==> config.mk <==
export PLATFORM = sky130hd
export DESIGN_NAME = cyclic_executive_frame_scheduler_unit
export DESIGN_NICKNAME = d
export VERILOG_FILES = /design/src/rtl/cefs_pkg.sv /design/src/rtl/cyclic_executive_frame_scheduler_unit.sv /design/src/rtl/cefs_rem.sv /design/src/rtl/cefs_dp.sv /design/src/rtl/cefs_ctrl.sv
export SDC_FILE = /design/constraint.sdc
export NUM_CORES = 1
export LEC_CHECK = 0
export ABC_CLOCK_PERIOD_IN_PS = 18600
export BUFFER_PORTS_ARGS = -buffer_cell sky130_fd_sc_hd__buf_4
export CAP_MARGIN = 20
export CORE_UTILIZATION = 45
export CTS_CLUSTER_SIZE = 25
export DETAILED_ROUTE_END_ITERATION = 16
export PLACE_DENSITY = 0.69
export REMOVE_ABC_BUFFERS = 1
export SYNTH_ARGS = -nofsm -noshare
export SYNTH_HDL_FRONTEND = slang
export SYNTH_SLANG_ARGS = --single-unit
==> constraint.sdc <==
create_clock -name clock -period 18.6 [get_ports clock]
set_input_delay 5.58 -clock clock [delete_from_list [all_inputs] [get_ports clock]]
set_output_delay 5.58 -clock clock [all_outputs]
set_load 0.01 [all_outputs]
==> src/rtl/cefs_pkg.sv <==
// ----------------------------------------------------------------------------
// cefs_pkg
// Types, constants and codes shared by the frame scheduler modules.
// ----------------------------------------------------------------------------
package cefs_pkg;

   localparam int MAX_TASKS    = 8;
   localparam int TIME_BITS    = 16;
   localparam int IDX_BITS     = (MAX_TASKS > 1) ? $clog2(MAX_TASKS) : 1;
   localparam int CNT_BITS     = $clog2(MAX_TASKS + 1);
   localparam int MARK_BITS    = TIME_BITS + 1;
   localparam int LEFT_BITS    = TIME_BITS + 2;
   localparam int DIV_CNT_BITS = $clog2(MARK_BITS);

   // Fixed field widths on the ports
   localparam int KIND_W  = 3;
   localparam int INDEX_W = 3;
   localparam int COST_W  = 16;
   localparam int REM_W   = 17;
   localparam int FTIME_W = 16;
   localparam int REQ_DATA_W = 32;
   localparam int RSP_DATA_W = 56;

   typedef enum logic [1:0] {
      MODE_CLEAR   = 2'd0,
      MODE_APPEND  = 2'd1,
      MODE_ADVANCE = 2'd2,
      MODE_UNUSED  = 2'd3
   } mode_type;

   typedef enum logic [2:0] {
      KIND_ACCEPTED  = 3'd0,
      KIND_REJECTED  = 3'd1,
      KIND_SCHEDULED = 3'd2,
      KIND_FRAME_END = 3'd3,
      KIND_FAILED    = 3'd4,
      KIND_OVER      = 3'd5
   } kind_type;

   typedef enum logic [2:0] {
      EM_CLEAR,
      EM_APPEND_OK,
      EM_REJECT,
      EM_OVER,
      EM_TASK,
      EM_FRAME
   } emit_type;

   typedef enum logic [3:0] {
      ST_IDLE,
      ST_DECODE,
      ST_GCD_TEST,
      ST_GCD_WAIT,
      ST_TASK_TEST,
      ST_REL_WAIT,
      ST_TASK,
      ST_FRAME
   } state_type;

   typedef struct packed {
      logic     load;
      logic     emit;
      emit_type emit_sel;
      logic     clear;
      logic     append;
      logic     gcd_start;
      logic     gcd_step;
      logic     gcd_finish;
      logic     adv_init;
      logic     rel_start;
      logic     task_apply;
      logic     frame_end;
   } cmd_type;

   typedef struct packed {
      mode_type mode;
      logic     append_ok;
      logic     minor_zero;
      logic     gcd_b_zero;
      logic     mod_done;
      logic     more_tasks;
      logic     adv_empty;
      logic     task_emit;
      logic     task_fail;
      logic     out_free;
   } sts_type;

endpackage

==> src/rtl/cyclic_executive_frame_scheduler_unit.sv <==
// ----------------------------------------------------------------------------
// cyclic_executive_frame_scheduler_unit
// Cyclic-executive schedule builder, one minor frame per advance request.
// ----------------------------------------------------------------------------
// Requests arrive on the req_ stream: tuser carries the mode (clear, append,
// advance) and tdata the period and cost of an appended task. Results leave
// on the rsp_ stream, kind in tuser, tlast on the final result of a request.
// One request is worked on at a time; req_tready is high only when idle.
// Clear, rejected and schedule-over requests finish at decode, as does an
// append into an empty table. Any other append then runs the Euclid steps of
// the minor-frame gcd (up to about 24 steps for 16-bit periods) through the
// bit-serial remainder unit. An advance walks the tasks in the table, each
// task needing one release test through the same remainder unit.
// A stalled result stream holds the walk at the next result; the output
// register lets a new request be taken while the last result waits.
// Reset empties the table, clears frame values and progress; no sweep runs.
// ----------------------------------------------------------------------------
module cyclic_executive_frame_scheduler_unit (
   input  logic        clock,
   input  logic        reset,
   input  logic        req_tvalid,
   output logic        req_tready,
   input  logic [1:0]  req_tuser,   // mode
   input  logic [31:0] req_tdata,   // task_period, task_cost
   output logic        rsp_tvalid,
   input  logic        rsp_tready,
   output logic [2:0]  rsp_tuser,   // kind
   output logic        rsp_tlast,
   // task_index, cost_out, early, time_remaining, frame_time, zero pad
   output logic [55:0] rsp_tdata
);
   import cefs_pkg::*;

   cmd_type cmd;
   sts_type sts;

   cefs_ctrl u_ctrl (
      .clock     (clock),
      .reset     (reset),
      .req_valid (req_tvalid),
      .req_ready (req_tready),
      .sts       (sts),
      .cmd       (cmd)
   );

   cefs_dp u_dp (
      .clock     (clock),
      .reset     (reset),
      .cmd       (cmd),
      .sts       (sts),
      .req_mode  (req_tuser),
      .req_data  (req_tdata),
      .rsp_valid (rsp_tvalid),
      .rsp_ready (rsp_tready),
      .rsp_kind  (rsp_tuser),
      .rsp_last  (rsp_tlast),
      .rsp_data  (rsp_tdata)
   );

endmodule

==> src/rtl/cefs_rem.sv <==
// ----------------------------------------------------------------------------
// cefs_rem
// Iterative restoring remainder unit, one dividend bit per cycle.
// ----------------------------------------------------------------------------
module cefs_rem (
   input  logic                          clock,
   input  logic                          reset,
   input  logic                          start,
   input  logic [cefs_pkg::MARK_BITS-1:0] dividend,
   input  logic [cefs_pkg::TIME_BITS-1:0] divisor,
   output logic                          done,
   output logic [cefs_pkg::TIME_BITS-1:0] remainder
);
   import cefs_pkg::*;

   logic                    busy_ff;
   logic                    done_ff;
   logic [MARK_BITS-1:0]    dvd_ff;
   logic [TIME_BITS-1:0]    rem_ff, rem_in;
   logic [TIME_BITS-1:0]    dsr_ff;
   logic [DIV_CNT_BITS-1:0] cnt_ff;
   logic [TIME_BITS:0]      shifted;

   always_comb begin
      shifted = {rem_ff, dvd_ff[MARK_BITS-1]};
      if (shifted >= {1'b0, dsr_ff}) begin
         rem_in = TIME_BITS'(shifted - {1'b0, dsr_ff});
      end else begin
         rem_in = shifted[TIME_BITS-1:0];
      end
   end

   always_ff @(posedge clock) begin
      if (reset) begin
         busy_ff <= 1'b0;
         done_ff <= 1'b0;
      end else begin
         done_ff <= !start && busy_ff && (cnt_ff == '0);
         if (start) begin
            busy_ff <= 1'b1;
         end else if (busy_ff && cnt_ff == '0) begin
            busy_ff <= 1'b0;
         end
      end
   end

   always_ff @(posedge clock) begin
      if (start) begin
         dvd_ff <= dividend;
         dsr_ff <= divisor;
         rem_ff <= '0;
         cnt_ff <= DIV_CNT_BITS'(MARK_BITS - 1);
      end else if (busy_ff) begin
         rem_ff <= rem_in;
         dvd_ff <= {dvd_ff[MARK_BITS-2:0], 1'b0};
         cnt_ff <= cnt_ff - 1'b1;
      end
   end

   assign done      = done_ff;
   assign remainder = rem_ff;

endmodule

==> src/rtl/cefs_dp.sv <==
// ----------------------------------------------------------------------------
// cefs_dp
// Datapath: task tables, frame values, schedule progress and result register.
// ----------------------------------------------------------------------------
module cefs_dp (
   input  logic                          clock,
   input  logic                          reset,
   input  cefs_pkg::cmd_type             cmd,
   output cefs_pkg::sts_type             sts,
   input  logic [1:0]                    req_mode,
   input  logic [cefs_pkg::REQ_DATA_W-1:0] req_data,
   output logic                          rsp_valid,
   input  logic                          rsp_ready,
   output logic [cefs_pkg::KIND_W-1:0]   rsp_kind,
   output logic                          rsp_last,
   output logic [cefs_pkg::RSP_DATA_W-1:0] rsp_data
);
   import cefs_pkg::*;

   mode_type              mode_ff;
   logic [TIME_BITS-1:0]  per_ff, cost_ff;
   logic [TIME_BITS-1:0]  period_ff [MAX_TASKS];
   logic [TIME_BITS-1:0]  costtab_ff [MAX_TASKS];
   logic [MAX_TASKS-1:0]  ran_ff;
   logic [CNT_BITS-1:0]   count_ff, idx_ff;
   logic [TIME_BITS-1:0]  minor_ff, major_ff, ga_ff, gb_ff;
   logic [MARK_BITS-1:0]  marker_ff, marker_next;
   logic                  finished_ff;
   logic signed [LEFT_BITS-1:0] left_ff, left_chg;

   logic                  out_valid_ff;
   kind_type              o_kind_ff, o_kind_in;
   logic [INDEX_W-1:0]    o_idx_ff, o_idx_in;
   logic [COST_W-1:0]     o_cost_ff, o_cost_in;
   logic                  o_early_ff, o_early_in;
   logic [REM_W-1:0]      o_rem_ff, o_rem_in;
   logic [FTIME_W-1:0]    o_ftime_ff, o_ftime_in;
   logic                  o_last_ff, o_last_in;

   logic [IDX_BITS-1:0]   cur;
   logic [TIME_BITS-1:0]  cur_p, cur_c;
   logic                  released, neg, mod_done;
   logic [TIME_BITS-1:0]  mod_rem;
   logic [MARK_BITS-1:0]  mod_a;
   logic [TIME_BITS-1:0]  mod_b;

   assign cur      = idx_ff[IDX_BITS-1:0];
   assign cur_p    = period_ff[cur];
   assign cur_c    = costtab_ff[cur];
   assign left_chg = left_ff - $signed({2'b00, cur_c});
   assign neg      = left_chg[LEFT_BITS-1];
   assign released = (cur_p != '0) && (mod_rem == '0);
   assign marker_next = marker_ff + MARK_BITS'(minor_ff);

   assign mod_a = cmd.gcd_start ? {1'b0, ga_ff} : marker_ff;
   assign mod_b = cmd.gcd_start ? gb_ff : cur_p;

   cefs_rem u_rem (
      .clock     (clock),
      .reset     (reset),
      .start     (cmd.gcd_start | cmd.rel_start),
      .dividend  (mod_a),
      .divisor   (mod_b),
      .done      (mod_done),
      .remainder (mod_rem)
   );

   always_comb begin
      sts.mode       = mode_ff;
      sts.append_ok  = (per_ff != '0) && (count_ff < CNT_BITS'(MAX_TASKS));
      sts.minor_zero = (minor_ff == '0);
      sts.gcd_b_zero = (gb_ff == '0);
      sts.mod_done   = mod_done;
      sts.more_tasks = (idx_ff < count_ff);
      sts.adv_empty  = finished_ff || (count_ff == '0) || (minor_ff == '0);
      sts.task_emit  = !ran_ff[cur] && (released || !neg);
      sts.task_fail  = released && !ran_ff[cur] && neg;
      sts.out_free   = !out_valid_ff || rsp_ready;
   end

   // Captured request
   always_ff @(posedge clock) begin
      if (cmd.load) begin
         mode_ff <= mode_type'(req_mode);
         per_ff  <= TIME_BITS'(req_data[15:0]);
         cost_ff <= TIME_BITS'(req_data[31:16]);
      end
   end

   // Task tables hold no reset; entries are read only below the task count.
   always_ff @(posedge clock) begin
      if (cmd.append) begin
         period_ff[count_ff[IDX_BITS-1:0]]  <= per_ff;
         costtab_ff[count_ff[IDX_BITS-1:0]] <= cost_ff;
      end
   end

   always_ff @(posedge clock) begin
      if (reset) begin
         count_ff    <= '0;
         minor_ff    <= '0;
         major_ff    <= '0;
         marker_ff   <= '0;
         finished_ff <= 1'b0;
         ran_ff      <= '0;
      end else begin
         if (cmd.clear) begin
            count_ff    <= '0;
            minor_ff    <= '0;
            major_ff    <= '0;
            marker_ff   <= '0;
            finished_ff <= 1'b0;
            ran_ff      <= '0;
         end
         if (cmd.append) begin
            count_ff    <= count_ff + 1'b1;
            marker_ff   <= '0;
            finished_ff <= 1'b0;
            ran_ff      <= '0;
            if (per_ff > major_ff) begin
               major_ff <= per_ff;
            end
            if (minor_ff == '0) begin
               minor_ff <= per_ff;
            end
         end
         if (cmd.gcd_finish) begin
            minor_ff <= ga_ff;
         end
         if (cmd.adv_init && marker_ff == '0) begin
            marker_ff <= MARK_BITS'(minor_ff);
         end
         if (cmd.task_apply) begin
            if (released) begin
               if (ran_ff[cur]) begin
                  ran_ff[cur] <= 1'b0;
               end else if (neg) begin
                  finished_ff <= 1'b1;
               end
            end else if (!ran_ff[cur] && !neg) begin
               ran_ff[cur] <= 1'b1;
            end
         end
         if (cmd.frame_end) begin
            marker_ff   <= marker_next;
            finished_ff <= (marker_next > MARK_BITS'(major_ff));
         end
      end
   end

   // Working values of the gcd and of the frame walk
   always_ff @(posedge clock) begin
      if (cmd.append) begin
         ga_ff <= minor_ff;
         gb_ff <= per_ff;
      end
      if (cmd.gcd_step) begin
         ga_ff <= gb_ff;
         gb_ff <= mod_rem;
      end
      if (cmd.adv_init) begin
         left_ff <= LEFT_BITS'(minor_ff);
         idx_ff  <= '0;
      end
      if (cmd.task_apply) begin
         idx_ff <= idx_ff + 1'b1;
         if ((released && !ran_ff[cur]) || (!released && !ran_ff[cur] && !neg)) begin
            left_ff <= left_chg;
         end
      end
   end

   always_ff @(posedge clock) begin
      if (reset) begin
         out_valid_ff <= 1'b0;
      end else if (cmd.emit) begin
         out_valid_ff <= 1'b1;
      end else if (rsp_ready) begin
         out_valid_ff <= 1'b0;
      end
   end

   always_comb begin
      o_kind_in  = KIND_OVER;
      o_idx_in   = '0;
      o_cost_in  = '0;
      o_early_in = 1'b0;
      o_rem_in   = '0;
      o_ftime_in = '0;
      o_last_in  = 1'b1;
      case (cmd.emit_sel)
         EM_CLEAR: begin
            o_kind_in = KIND_ACCEPTED;
         end
         EM_APPEND_OK: begin
            o_kind_in = KIND_ACCEPTED;
            o_idx_in  = INDEX_W'(count_ff);
         end
         EM_REJECT: begin
            o_kind_in  = KIND_REJECTED;
            o_ftime_in = FTIME_W'(marker_ff);
         end
         EM_TASK: begin
            o_kind_in  = sts.task_fail ? KIND_FAILED : KIND_SCHEDULED;
            o_idx_in   = INDEX_W'(idx_ff);
            o_cost_in  = COST_W'(cur_c);
            o_early_in = !released;
            o_rem_in   = REM_W'(left_chg);
            o_ftime_in = FTIME_W'(marker_ff);
            o_last_in  = sts.task_fail;
         end
         EM_FRAME: begin
            o_kind_in  = KIND_FRAME_END;
            o_rem_in   = REM_W'(left_ff);
            o_ftime_in = FTIME_W'(marker_ff);
         end
         default: begin
            o_kind_in = KIND_OVER;
         end
      endcase
   end

   always_ff @(posedge clock) begin
      if (cmd.emit) begin
         o_kind_ff  <= o_kind_in;
         o_idx_ff   <= o_idx_in;
         o_cost_ff  <= o_cost_in;
         o_early_ff <= o_early_in;
         o_rem_ff   <= o_rem_in;
         o_ftime_ff <= o_ftime_in;
         o_last_ff  <= o_last_in;
      end
   end

   assign rsp_valid = out_valid_ff;
   assign rsp_kind  = o_kind_ff;
   assign rsp_last  = o_last_ff;
   assign rsp_data  = {3'b000, o_ftime_ff, o_rem_ff, o_early_ff, o_cost_ff, o_idx_ff};

endmodule

==> src/rtl/cefs_ctrl.sv <==
// ----------------------------------------------------------------------------
// cefs_ctrl
// Controller: sequences request decode, gcd iterations and the frame walk.
// ----------------------------------------------------------------------------
module cefs_ctrl (
   input  logic              clock,
   input  logic              reset,
   input  logic              req_valid,
   output logic              req_ready,
   input  cefs_pkg::sts_type sts,
   output cefs_pkg::cmd_type cmd
);
   import cefs_pkg::*;

   state_type state_ff, state_in;

   always_ff @(posedge clock) begin
      if (reset) begin
         state_ff <= ST_IDLE;
      end else begin
         state_ff <= state_in;
      end
   end

   always_comb begin
      state_in = state_ff;
      case (state_ff)
         ST_IDLE: begin
            if (req_valid) state_in = ST_DECODE;
         end
         ST_DECODE: begin
            if (sts.out_free) begin
               state_in = ST_IDLE;
               if (sts.mode == MODE_APPEND && sts.append_ok && !sts.minor_zero) begin
                  state_in = ST_GCD_TEST;
               end
               if (sts.mode == MODE_ADVANCE && !sts.adv_empty) begin
                  state_in = ST_TASK_TEST;
               end
            end
         end
         ST_GCD_TEST: begin
            state_in = sts.gcd_b_zero ? ST_IDLE : ST_GCD_WAIT;
         end
         ST_GCD_WAIT: begin
            if (sts.mod_done) state_in = ST_GCD_TEST;
         end
         ST_TASK_TEST: begin
            state_in = sts.more_tasks ? ST_REL_WAIT : ST_FRAME;
         end
         ST_REL_WAIT: begin
            if (sts.mod_done) state_in = ST_TASK;
         end
         ST_TASK: begin
            if (!sts.task_emit || sts.out_free) begin
               state_in = sts.task_fail ? ST_IDLE : ST_TASK_TEST;
            end
         end
         ST_FRAME: begin
            if (sts.out_free) state_in = ST_IDLE;
         end
         default: begin
            state_in = ST_IDLE;
         end
      endcase
   end

   always_comb begin
      cmd       = '0;
      cmd.emit_sel = EM_OVER;
      req_ready = 1'b0;
      case (state_ff)
         ST_IDLE: begin
            req_ready = 1'b1;
            cmd.load  = req_valid;
         end
         ST_DECODE: begin
            if (sts.out_free) begin
               case (sts.mode)
                  MODE_CLEAR: begin
                     cmd.clear    = 1'b1;
                     cmd.emit     = 1'b1;
                     cmd.emit_sel = EM_CLEAR;
                  end
                  MODE_APPEND: begin
                     cmd.emit     = 1'b1;
                     cmd.append   = sts.append_ok;
                     cmd.emit_sel = sts.append_ok ? EM_APPEND_OK : EM_REJECT;
                  end
                  MODE_ADVANCE: begin
                     cmd.emit     = sts.adv_empty;
                     cmd.adv_init = !sts.adv_empty;
                     cmd.emit_sel = EM_OVER;
                  end
                  default: begin
                     cmd.emit     = 1'b1;
                     cmd.emit_sel = EM_REJECT;
                  end
               endcase
            end
         end
         ST_GCD_TEST: begin
            cmd.gcd_finish = sts.gcd_b_zero;
            cmd.gcd_start  = !sts.gcd_b_zero;
         end
         ST_GCD_WAIT: begin
            cmd.gcd_step = sts.mod_done;
         end
         ST_TASK_TEST: begin
            cmd.rel_start = sts.more_tasks;
         end
         ST_TASK: begin
            if (!sts.task_emit || sts.out_free) begin
               cmd.task_apply = 1'b1;
               cmd.emit       = sts.task_emit;
               cmd.emit_sel   = EM_TASK;
            end
         end
         ST_FRAME: begin
            if (sts.out_free) begin
               cmd.frame_end = 1'b1;
               cmd.emit      = 1'b1;
               cmd.emit_sel  = EM_FRAME;
            end
         end
         default: begin
            req_ready = 1'b0;
         end
      endcase
   end

   // A result is only written into a free output register.
   a_emit_free: assert property (@(posedge clock) disable iff (reset)
      cmd.emit |-> sts.out_free)
      else $error("result written while output register occupied");

   // The remainder unit reports completion only while a wait state expects it.
   a_done_wait: assert property (@(posedge clock) disable iff (reset)
      sts.mod_done |-> (state_ff == ST_GCD_WAIT || state_ff == ST_REL_WAIT))
      else $error("remainder completion outside a wait state");

   // A failing charge ends the request.
   a_fail_ends: assert property (@(posedge clock) disable iff (reset)
      (cmd.task_apply && sts.task_fail) |=> state_ff == ST_IDLE)
      else $error("walk continued after a failure");

endmodule

==> impl_metrics.yaml, run 1 <==
drt:
  firstDrtPassIters: 5
  drc: 0
  ant_nets: 0
  wirelength_um: 62000
  drt_iter0_drc: 1802
  via_per_inst: 6.05
  vias: 16200
  avgRoutedWirePerCell_um: 23.2
yosys:
  yosysSeqAreaShare_pct: 60.4
  synth.distinct_cells: 82
  synth_top_area_cell: "edfxtp_1"
  synth_ff_type: "edfxtp_1"
  synthTopCellsByArea: "edfxtp_1, dfxtp_1, mux4_2"
  synthArstFlopShare_pct: 0
  synth_edf_count: 416
  yosysWarnings: 0
  post-synth-top-count-cell: "edfxtp_1"
  syn-cell-area_mm2: 0.0243
  synth_area_per_cell_um2: 13.2
  synth_seq_cells: 526
  synth_common_cells: "edfxtp_1, nand2_1, nor2_1, dfxtp_1, o21ai_0"
  synth.top_cell.area_share_pct: 51.4
  syn_inst: 1841
sta:
  final.setup.tns_ps: 0
  tightest_slew_ps: 1110
  slew_headroom_pct: 26.2
  hold_violations: 0
  period_share_pct: 42.3
  finalCriticalPeriod_ps: 7870
  maxSlewViolCount: 0
  finalClockSkew_ps: 62.7
  fmax_mhz: 127
  setup_viol: 0
  grt_setup_unrepaired: "no"
cells_and_area:
  final_core_util_pct: 52.4
  drive_above_1_share_pct: 17.5
  nets: 2071
  area_growth_pct: 14.1
  num_antenna_cells: 0
worst_setup_path:
  crit_path_end_kind: "flip-flop"
  cp.arrival_ps: 8120
  cp_max_fo: 36
  rr_worst_depth: 13
  critPathRequiredTime_ps: 18850
  worst-setup-path-type: "primary input to flip-flop"
  critPathLaunchType: "primary input"
global_route:
  grt_pass1_wl_um: 93800
  grt_max_degree: 67
  grt_antenna_before_repair: 0
  gr-usage-all-layers_pct: 22.7
  grt_pass1_vias: 15400
  overflow: 0
clock_network:
  post_cts_resized: 0
  clock_path_buffers: 3
  post-cts-setup-buffer-count: 0
  clock_latency_ps: 650
  clock_sinks: 526
  clock-root-buffer: "clkbuf_16"
  cts_hold_buf: 0
  numCtsBuffers: 54
  cts_tree: "yes"
  path_clk_slew_ps: 60
  h-tree-depth: 2
pwr:
  power_per_cell_area_mw_per_mm2: 121
  ir_drop_mv: 0.0830
  leakagePower_nw: 9.67
floorplan:
  die_x_um: 234
  start_util_pct: 45.9
  core_mm2: 0.0530
  die_area_mm2: 0.0550
  die_h_um: 234
  num_rows: 84
  ioPinCount: 100
run:
  cap_viol_max_count: 0
place:
  gp_congestion: 0.901
  portBuffers: 96
  dpl.hpwl_um: 41600
run_status:
  status: "finished, final reports clean"
hold_path:
  holdPathStages: 2
  hp-class: "flip-flop to flip-flop"
==> kinds of logic after synthesis <==
group	Yosys count	share of synthesized area [%]
flip-flops	526	60.4
AND/OR/NAND/NOR	469	9.53
AO/OA/AOI/OAI	373	10.2
multiplexers	187	11.1
buffers and inverters	156	2.63
adder cells (fa/ha/maj)	90	4.72
XOR/XNOR	39	1.40
other	1	0.0154
==> cell type report <==
class / count / area, um2
multi-input combinational: 1161 / 9070
fill: 4391 / 25200
timing repair buffer: 129 / 993
inverter: 71 / 267
clock buffer: 63 / 1440
clock inverter: 37 / 422
sequential: 526 / 14700
tap: 688 / 861
==> critical path: stages <==
cell and delay [ps]:
buf_4 90, nand2b_1 270, nand3_1 330, nor2_4 650
or3_2 590, buf_4 520
==> stage by stage <==
stage | power (W) | std cells | instance area, um2 | hold slack, ps | worst slack, ps
2_1_floorplan | 0.00198 | 1758 | 24000 | 458 | 9630
3_3_place_gp | 0.00224 | 2571 | 25800 | 475 | 9950
3_5_place_dp | 0.00226 | 2574 | 25900 | 483 | 10140
4_1_cts | 0.00338 | 2674 | 27700 | 498 | 10770
5_1_grt | 0.00351 | 2675 | 27800 | 515 | 10630
6_report | 0.00337 | 2675 | 27800 | 499 | 10730
==> where the power goes <==
part	internal, W	total (W)	switching [W]
combinational	0.000265	0.000673	0.000408
sequential	0.00146	0.00157	0.000115
clock	0.000642	0.00112	0.000476
==> flip-flops by register name (all words and copies together), names as in the netlist, 2 cells and up, named ones only <==
signal	count
u_ctrl.state_ff	3
u_dp.cost_ff	16
u_dp.costtab_ff	128
u_dp.count_ff	4
u_dp.ga_ff	16
u_dp.gb_ff	16
u_dp.idx_ff	4
u_dp.left_ff	18
u_dp.major_ff	16
u_dp.marker_ff	17
u_dp.minor_ff	16
u_dp.mode_ff	2
u_dp.o_cost_ff	16
u_dp.o_ftime_ff	16
u_dp.o_idx_ff	3
u_dp.o_rem_ff	17
u_dp.per_ff	16
u_dp.period_ff	128
u_dp.ran_ff	8
u_dp.rsp_kind	3
u_dp.u_rem.cnt_ff	5
u_dp.u_rem.dsr_ff	16
u_dp.u_rem.dvd_ff	17
u_dp.u_rem.remainder	16
==> worst paths after layout <==
path	startpoint	to	slack, ps
worst min-delay path	u_dp.finished_ff	u_dp.finished_ff	500
worst max register to register	flip-flop	u_dp.o_idx_ff[0]	11900
worst min register to register	u_dp.finished_ff	u_dp.finished_ff	500
worst max-delay path	rsp_tready	u_dp.o_idx_ff[0]	10730
==> layer usage <==
metal | routed length (um) | vias up | share of wire (%) | GRT usage (%)
li1 | - | 7303 | - | -
met1 | 27500 | 8103 | 44 | 32.7
met2 | 28200 | 674 | 45 | 35.0
met3 | 4770 | 108 | 7.7 | 4.18
met4 | 1580 | 0 | 2.5 | 7.00
met5 | 0 | - | 0 | 0
==> placed cells by master (no fill, tap or decap), types with 31 or more instances in the layout <==
| cell type | count |
|---|---|
| ha_1 | 87 |
| a22oi_1 | 35 |
| edfxtp_1 | 416 |
| buf_4 | 127 |
| mux2_2 | 31 |
| nor3_1 | 33 |
| nand2_1 | 131 |
| a21oi_1 | 67 |
| nor2_1 | 110 |
| mux2i_1 | 93 |
| inv_1 | 69 |
| clkbuf_16 | 54 |
| o21ai_0 | 106 |
| mux4_2 | 63 |
| dfxtp_1 | 107 |
(Power assumes the default switching activity.)
==> run 2, diff against run 1 <==
--- a/config.mk
+++ b/config.mk
@@ -5,13 +5,13 @@
 export SDC_FILE = /design/constraint.sdc
 export NUM_CORES = 1
 export LEC_CHECK = 0
-export ABC_CLOCK_PERIOD_IN_PS = 18600
+export ABC_CLOCK_PERIOD_IN_PS = 7200
 export BUFFER_PORTS_ARGS = -buffer_cell sky130_fd_sc_hd__buf_4
 export CAP_MARGIN = 20
 export CORE_UTILIZATION = 45
 export CTS_CLUSTER_SIZE = 25
 export DETAILED_ROUTE_END_ITERATION = 16
-export PLACE_DENSITY = 0.69
+export PLACE_DENSITY = 0.72
 export REMOVE_ABC_BUFFERS = 1
 export SYNTH_ARGS = -nofsm -noshare
 export SYNTH_HDL_FRONTEND = slang
==> constraint.sdc (replaced) <==
create_clock -name clock -period 7.2 [get_ports clock]
set_input_delay 2.16 -clock clock [delete_from_list [all_inputs] [get_ports clock]]
set_output_delay 2.16 -clock clock [all_outputs]
set_load 0.01 [all_outputs]
==> impl_metrics.yaml, run 2 (synthesis results as in run 1) <==
sta:
  maxSlewViolCount: 0
  final.setup.tns_ps: 0
  period_share_pct: 74.3
  setup_viol: 0
  grt_setup_unrepaired: "no"
  fmax_mhz: 187
  holdWs_ps: 502
  tightest_slew_ps: 1040
  slew_headroom_pct: 30.2
  hold_violations: 0
  finalClockSkew_ps: 35.6
  finalCriticalPeriod_ps: 5350
place:
  gp_congestion: 0.936
  dpl.hpwl_um: 41700
  portBuffers: 96
worst_setup_path:
  crit_path_frequent_cell: "nor2b_1"
  crit_family: "compound AO/OA/AOI/OAI gates"
  crit_cells: 11
  critPathLaunchType: "flip-flop"
  rrSetupSlack_ps: 1850
  cp_max_fo: 49
  crit_path_end_kind: "flip-flop"
  path_buf_inv: 0
  crit_path_cell_trace: "mux4_2 -> mux2i_1 -> ha_1 -> nor2b_1 -> o31a_1 -> o31ai_1 -> a21oi_1 -> o21ai_0 -> a311o_2 -> and3_4 -> nor2b_1"
  rr_worst_depth: 11
  timing.rr.end: "u_dp.o_ftime_ff[15]"
  endpoint: "u_dp.o_ftime_ff[15]"
  cp.arrival_ps: 5680
  slowest_delay_ps: 920
  cp_slowest_cell: "a311o_2"
  worst-setup-path-type: "flip-flop to flip-flop"
  critPathRequiredTime_ps: 7530
cells_and_area:
  final_core_util_pct: 52.0
  layout_common_cells: "edfxtp_1, buf_4, nand2_1"
  final_common_cell: "edfxtp_1"
  num_antenna_cells: 0
  drive_above_1_share_pct: 16.8
  area_growth_pct: 13.2
  nets: 2075
clock_network:
  post_cts_resized: 0
  post-cts-setup-buffer-count: 0
  clock_path_buffers: 3
  numCtsBuffers: 52
  clock_sinks: 526
  cts_tree: "yes"
  cts_hold_buf: 0
  clock_latency_ps: 620
  clock-root-buffer: "clkbuf_16"
  h-tree-depth: 2
  path_clk_slew_ps: 60
drt:
  top_layer: "met4"
  drt_iter0_drc: 1790
  ant_nets: 0
  vias: 16200
  route.met2.wl_um: 28800
  via_per_inst: 6.04
  firstDrtPassIters: 5
  wirelength_um: 61600
  wl_met3_um: 4600
  drc: 0
  avgRoutedWirePerCell_um: 23.0
  wl_met1_um: 25900
global_route:
  grt_max_degree: 67
  grt_antenna_before_repair: 0
  grt_pass1_wl_um: 93500
  gr-usage-all-layers_pct: 22.6
  overflow: 0
  grt_pass1_vias: 15600
floorplan:
  die_area_mm2: 0.0550
  ioPinCount: 100
  num_rows: 84
  die_x_um: 234
  core_mm2: 0.0530
  start_util_pct: 45.9
  die_h_um: 234
pwr:
  leakagePower_nw: 9.59
  power_per_cell_area_mw_per_mm2: 305
  ir_drop_mv: 0.209
hold_path:
  hp-class: "flip-flop to flip-flop"
run:
  cap_viol_max_count: 0
run_status:
  status: "finished, final reports clean"
## run 2: worst min-delay path by stage
stage / endpoint / cells after the start / from / slack (ps)
3_5_place_dp: u_dp.finished_ff / 2 / u_dp.finished_ff / 500
6_report: u_dp.finished_ff / 2 / u_dp.finished_ff / 500
4_1_cts: u_dp.finished_ff / 2 / u_dp.finished_ff / 510
3_3_place_gp: u_dp.u_rem.cnt_ff[4] / 2 / u_dp.u_rem.cnt_ff[4] / 470
2_1_floorplan: u_dp.u_rem.remainder[15] / 2 / u_dp.u_rem.remainder[15] / 460
5_1_grt: u_dp.left_ff[17] / 2 / u_dp.left_ff[17] / 530
## run 2: cell type report
type	count	area (um2)
inverters	71	267
multi-input cells	1161	9070
well taps	688	861
flip-flops and latches	526	14700
clock buffers	69	1390
repair buffers	135	1040
clock inverters	26	215
fillers	4410	25400
## run 2: worst register-to-register path, cell delays in order (launching register included)
cell     delay (ps)
dfxtp_4         680
mux4_2          590
mux2i_1         320
ha_1            290
nor2b_1         140
o31a_1          280
o31ai_1         470
a21oi_1         240
o21ai_0         560
a311o_2         920
and3_4          480
nor2b_1          80
## run 2: stage by stage
| stage | cell area [um2] | total power [W] | setup WS (ps) | instances |
|---|---|---|---|---|
| 6_report | 27500 | 0.00840 | 1850 | 2676 |
| 3_5_place_dp | 25900 | 0.00585 | 1850 | 2579 |
| 2_1_floorplan | 24000 | 0.00513 | -7.26 | 1758 |
| 3_3_place_gp | 25900 | 0.00579 | 2010 | 2578 |
| 4_1_cts | 27500 | 0.00842 | 1790 | 2674 |
| 5_1_grt | 27500 | 0.00876 | 1410 | 2676 |
## run 2: routing by layer
metal | track usage (%) | vias up
met2 | 36.4 | 700
met3 | 3.10 | 150
met4 | 8.79 | 0
met5 | 0 | -
met1 | 31.1 | 8006
li1 | - | 7301
## run 2: power breakdown
part	switching [W]	internal, W
combinational	0.00106	0.000691
sequential	0.000304	0.00377
clock	0.00115	0.00143
==> run 3, diff against run 2 <==
--- a/config.mk
+++ b/config.mk
@@ -5,7 +5,7 @@
 export SDC_FILE = /design/constraint.sdc
 export NUM_CORES = 1
 export LEC_CHECK = 0
-export ABC_CLOCK_PERIOD_IN_PS = 7200
+export ABC_CLOCK_PERIOD_IN_PS = 4900
 export BUFFER_PORTS_ARGS = -buffer_cell sky130_fd_sc_hd__buf_4
 export CAP_MARGIN = 20
 export CORE_UTILIZATION = 45
==> constraint.sdc (replaced) <==
create_clock -name clock -period 4.9 [get_ports clock]
set_input_delay 1.47 -clock clock [delete_from_list [all_inputs] [get_ports clock]]
set_output_delay 1.47 -clock clock [all_outputs]
set_load 0.01 [all_outputs]
==> impl_metrics.yaml, run 3 (synthesis results as in run 1) <==
pwr:
  ir_drop_mv: 0.250
  leakagePower_nw: 9.78
  pwr-share-comb_pct: 21.3
  seq_power_share_pct: 46.8
  clockPowerShare_pct: 31.9
  power_switching_w: 0.00376
  swShare_pct: 29.8
  internal_power_w: 0.00887
  power_per_cell_area_mw_per_mm2: 453
drt:
  wl_met1_um: 26900
  firstDrtPassIters: 6
  via_per_inst: 6.04
  route.met2.wl_um: 29800
  wl_met3_um: 4910
  wirelength_um: 63800
  drt_iter0_drc: 1855
  avgRoutedWirePerCell_um: 23.5
  ant_nets: 0
  top_layer: "met4"
  drc: 0
  vias: 16400
clock_network:
  clock_path_buffers: 3
  numCtsBuffers: 54
  path_clk_slew_ps: 60
  clock-root-buffer: "clkbuf_16"
  clock_latency_ps: 610
  cts_tree: "yes"
  h-tree-depth: 2
  clock_sinks: 526
  cts_hold_buf: 0
hold_path:
  hold_end: "u_dp.u_rem.cnt_ff[4]"
  holdPathStages: 2
  hp-class: "flip-flop to flip-flop"
  min_from: "u_dp.u_rem.cnt_ff[4]"
worst_setup_path:
  rr_worst_depth: 13
  timing.rr.end: "u_dp.o_ftime_ff[0]"
  path_buf_inv: 3
  crit_path_cell_trace: "buf_4 -> mux4_2 -> mux2i_1 -> ha_1 -> a21oi_1 -> o21ai_0 -> a31oi_1 -> inv_1 -> or3_1 -> a21oi_4 -> nor2_4 -> or3_2 -> buf_4"
  cp_max_fo: 21
  crit_family: "simple AND/OR/NAND/NOR gates"
  worst-setup-path-type: "flip-flop to flip-flop"
  cp_slowest_cell: "dfxtp_4"
  cp.arrival_ps: 4950
  critPathLaunchType: "flip-flop"
  crit_path_end_kind: "flip-flop"
  crit_path_frequent_cell: "buf_4"
  critPathRequiredTime_ps: 5230
  slowest_delay_ps: 610
  rrSetupSlack_ps: 280
sta:
  finalClockSkew_ps: 15.5
  fmax_mhz: 216
  holdWs_ps: 499
  period_share_pct: 94.3
  hold_violations: 0
  finalCriticalPeriod_ps: 4620
  grt_setup_unrepaired: "no"
  tightest_slew_ps: 1110
  maxSlewViolCount: 0
  setup_viol: 0
  slew_headroom_pct: 25.9
global_route:
  grt_pass1_wl_um: 96300
  overflow: 0
  grt_max_degree: 67
  grt_antenna_before_repair: 0
  gr-usage-all-layers_pct: 23.2
  grt_pass1_vias: 16100
cells_and_area:
  design_area_mm2: 0.0279
  nets: 2106
  area_growth_pct: 14.7
  layout_common_cells: "edfxtp_1, buf_4, nand2_1"
  num_antenna_cells: 0
  final_common_cell: "edfxtp_1"
  fillers: 4411
  drive_above_1_share_pct: 18.5
floorplan:
  core_mm2: 0.0530
  start_util_pct: 45.9
  num_rows: 84
  ioPinCount: 100
  die_h_um: 234
  die_x_um: 234
  die_area_mm2: 0.0550
run_status:
  status: "finished, final reports clean"
run:
  cap_viol_max_count: 0
place:
  placed_area_mm2: 0.0261
  portBuffers: 96
  gp_congestion: 0.929
  dpl.hpwl_um: 42900
-- run 3: worst max-delay path by stage --
stage | from | end | cells past startpoint
floorplan | flip-flop | u_dp.o_cost_ff[0] | 11
global placement | flip-flop | u_dp.o_ftime_ff[0] | 12
detailed placement | flip-flop | u_dp.o_ftime_ff[10] | 12
CTS | flip-flop | u_dp.o_ftime_ff[10] | 12
global route | flip-flop | u_dp.o_ftime_ff[3] | 13
finish | flip-flop | u_dp.o_ftime_ff[0] | 13
-- run 3: stage by stage --
| step | setup slack [ps] | utilization (%) | total power [W] | TNS [ps] | std cells |
|---|---|---|---|---|---|
| 5_1_grt | 37.9 | 52.7 | 0.0132 | 0 | 2712 |
| 3_5_place_dp | 127 | 49.3 | 0.00866 | 0 | 2609 |
| 6_report | 280 | 52.7 | 0.0126 | 0 | 2712 |
| 2_1_floorplan | -2310 | - | 0.00753 | -270580 | 1758 |
| 3_3_place_gp | 277 | 49.3 | 0.00859 | 0 | 2609 |
| 4_1_cts | 107 | 52.6 | 0.0127 | 0 | 2711 |
-- run 3: worst min-delay path, stage by stage (launching register included) --
cell and delay [ps]:
dfxtp_1 350, xnor2_1 70, nand2_1 50
-- run 3: layer usage --
layer | GRT usage [%] | vias to the layer above
met4 | 9.31 | 0
met2 | 37.0 | 761
met5 | 0 | -
met1 | 31.8 | 8114
li1 | - | 7364
met3 | 3.74 | 136
-- run 3: final cells by class --
class,instances,area [um2],share of cell area (%)
Clock buffer,71,1440,5.14
Clock inverter,31,303,1.09
Inverter,71,267,0.955
Multi-Input combinational cell,1162,9090,32.6
Sequential cell,526,14700,52.7
Tap cell,688,861,3.09
Timing Repair Buffer,163,1240,4.43
-- run 3: power groups by stage --
stage / logic (W) / clock network [W] / registers (W)
finish: 0.00269 / 0.00403 / 0.00591
CTS: 0.00268 / 0.00408 / 0.00591
floorplan: 0.00155 / 0 / 0.00598
global route: 0.00297 / 0.00425 / 0.00596
global placement: 0.00260 / 0 / 0.00598
detailed placement: 0.00266 / 0 / 0.00600
-- run 3: repair_timing --
item / CTS / global route
setup buffers: 0 / 0
resized for setup: 0 / 3
endpoints found under the setup margin: 0 / 32
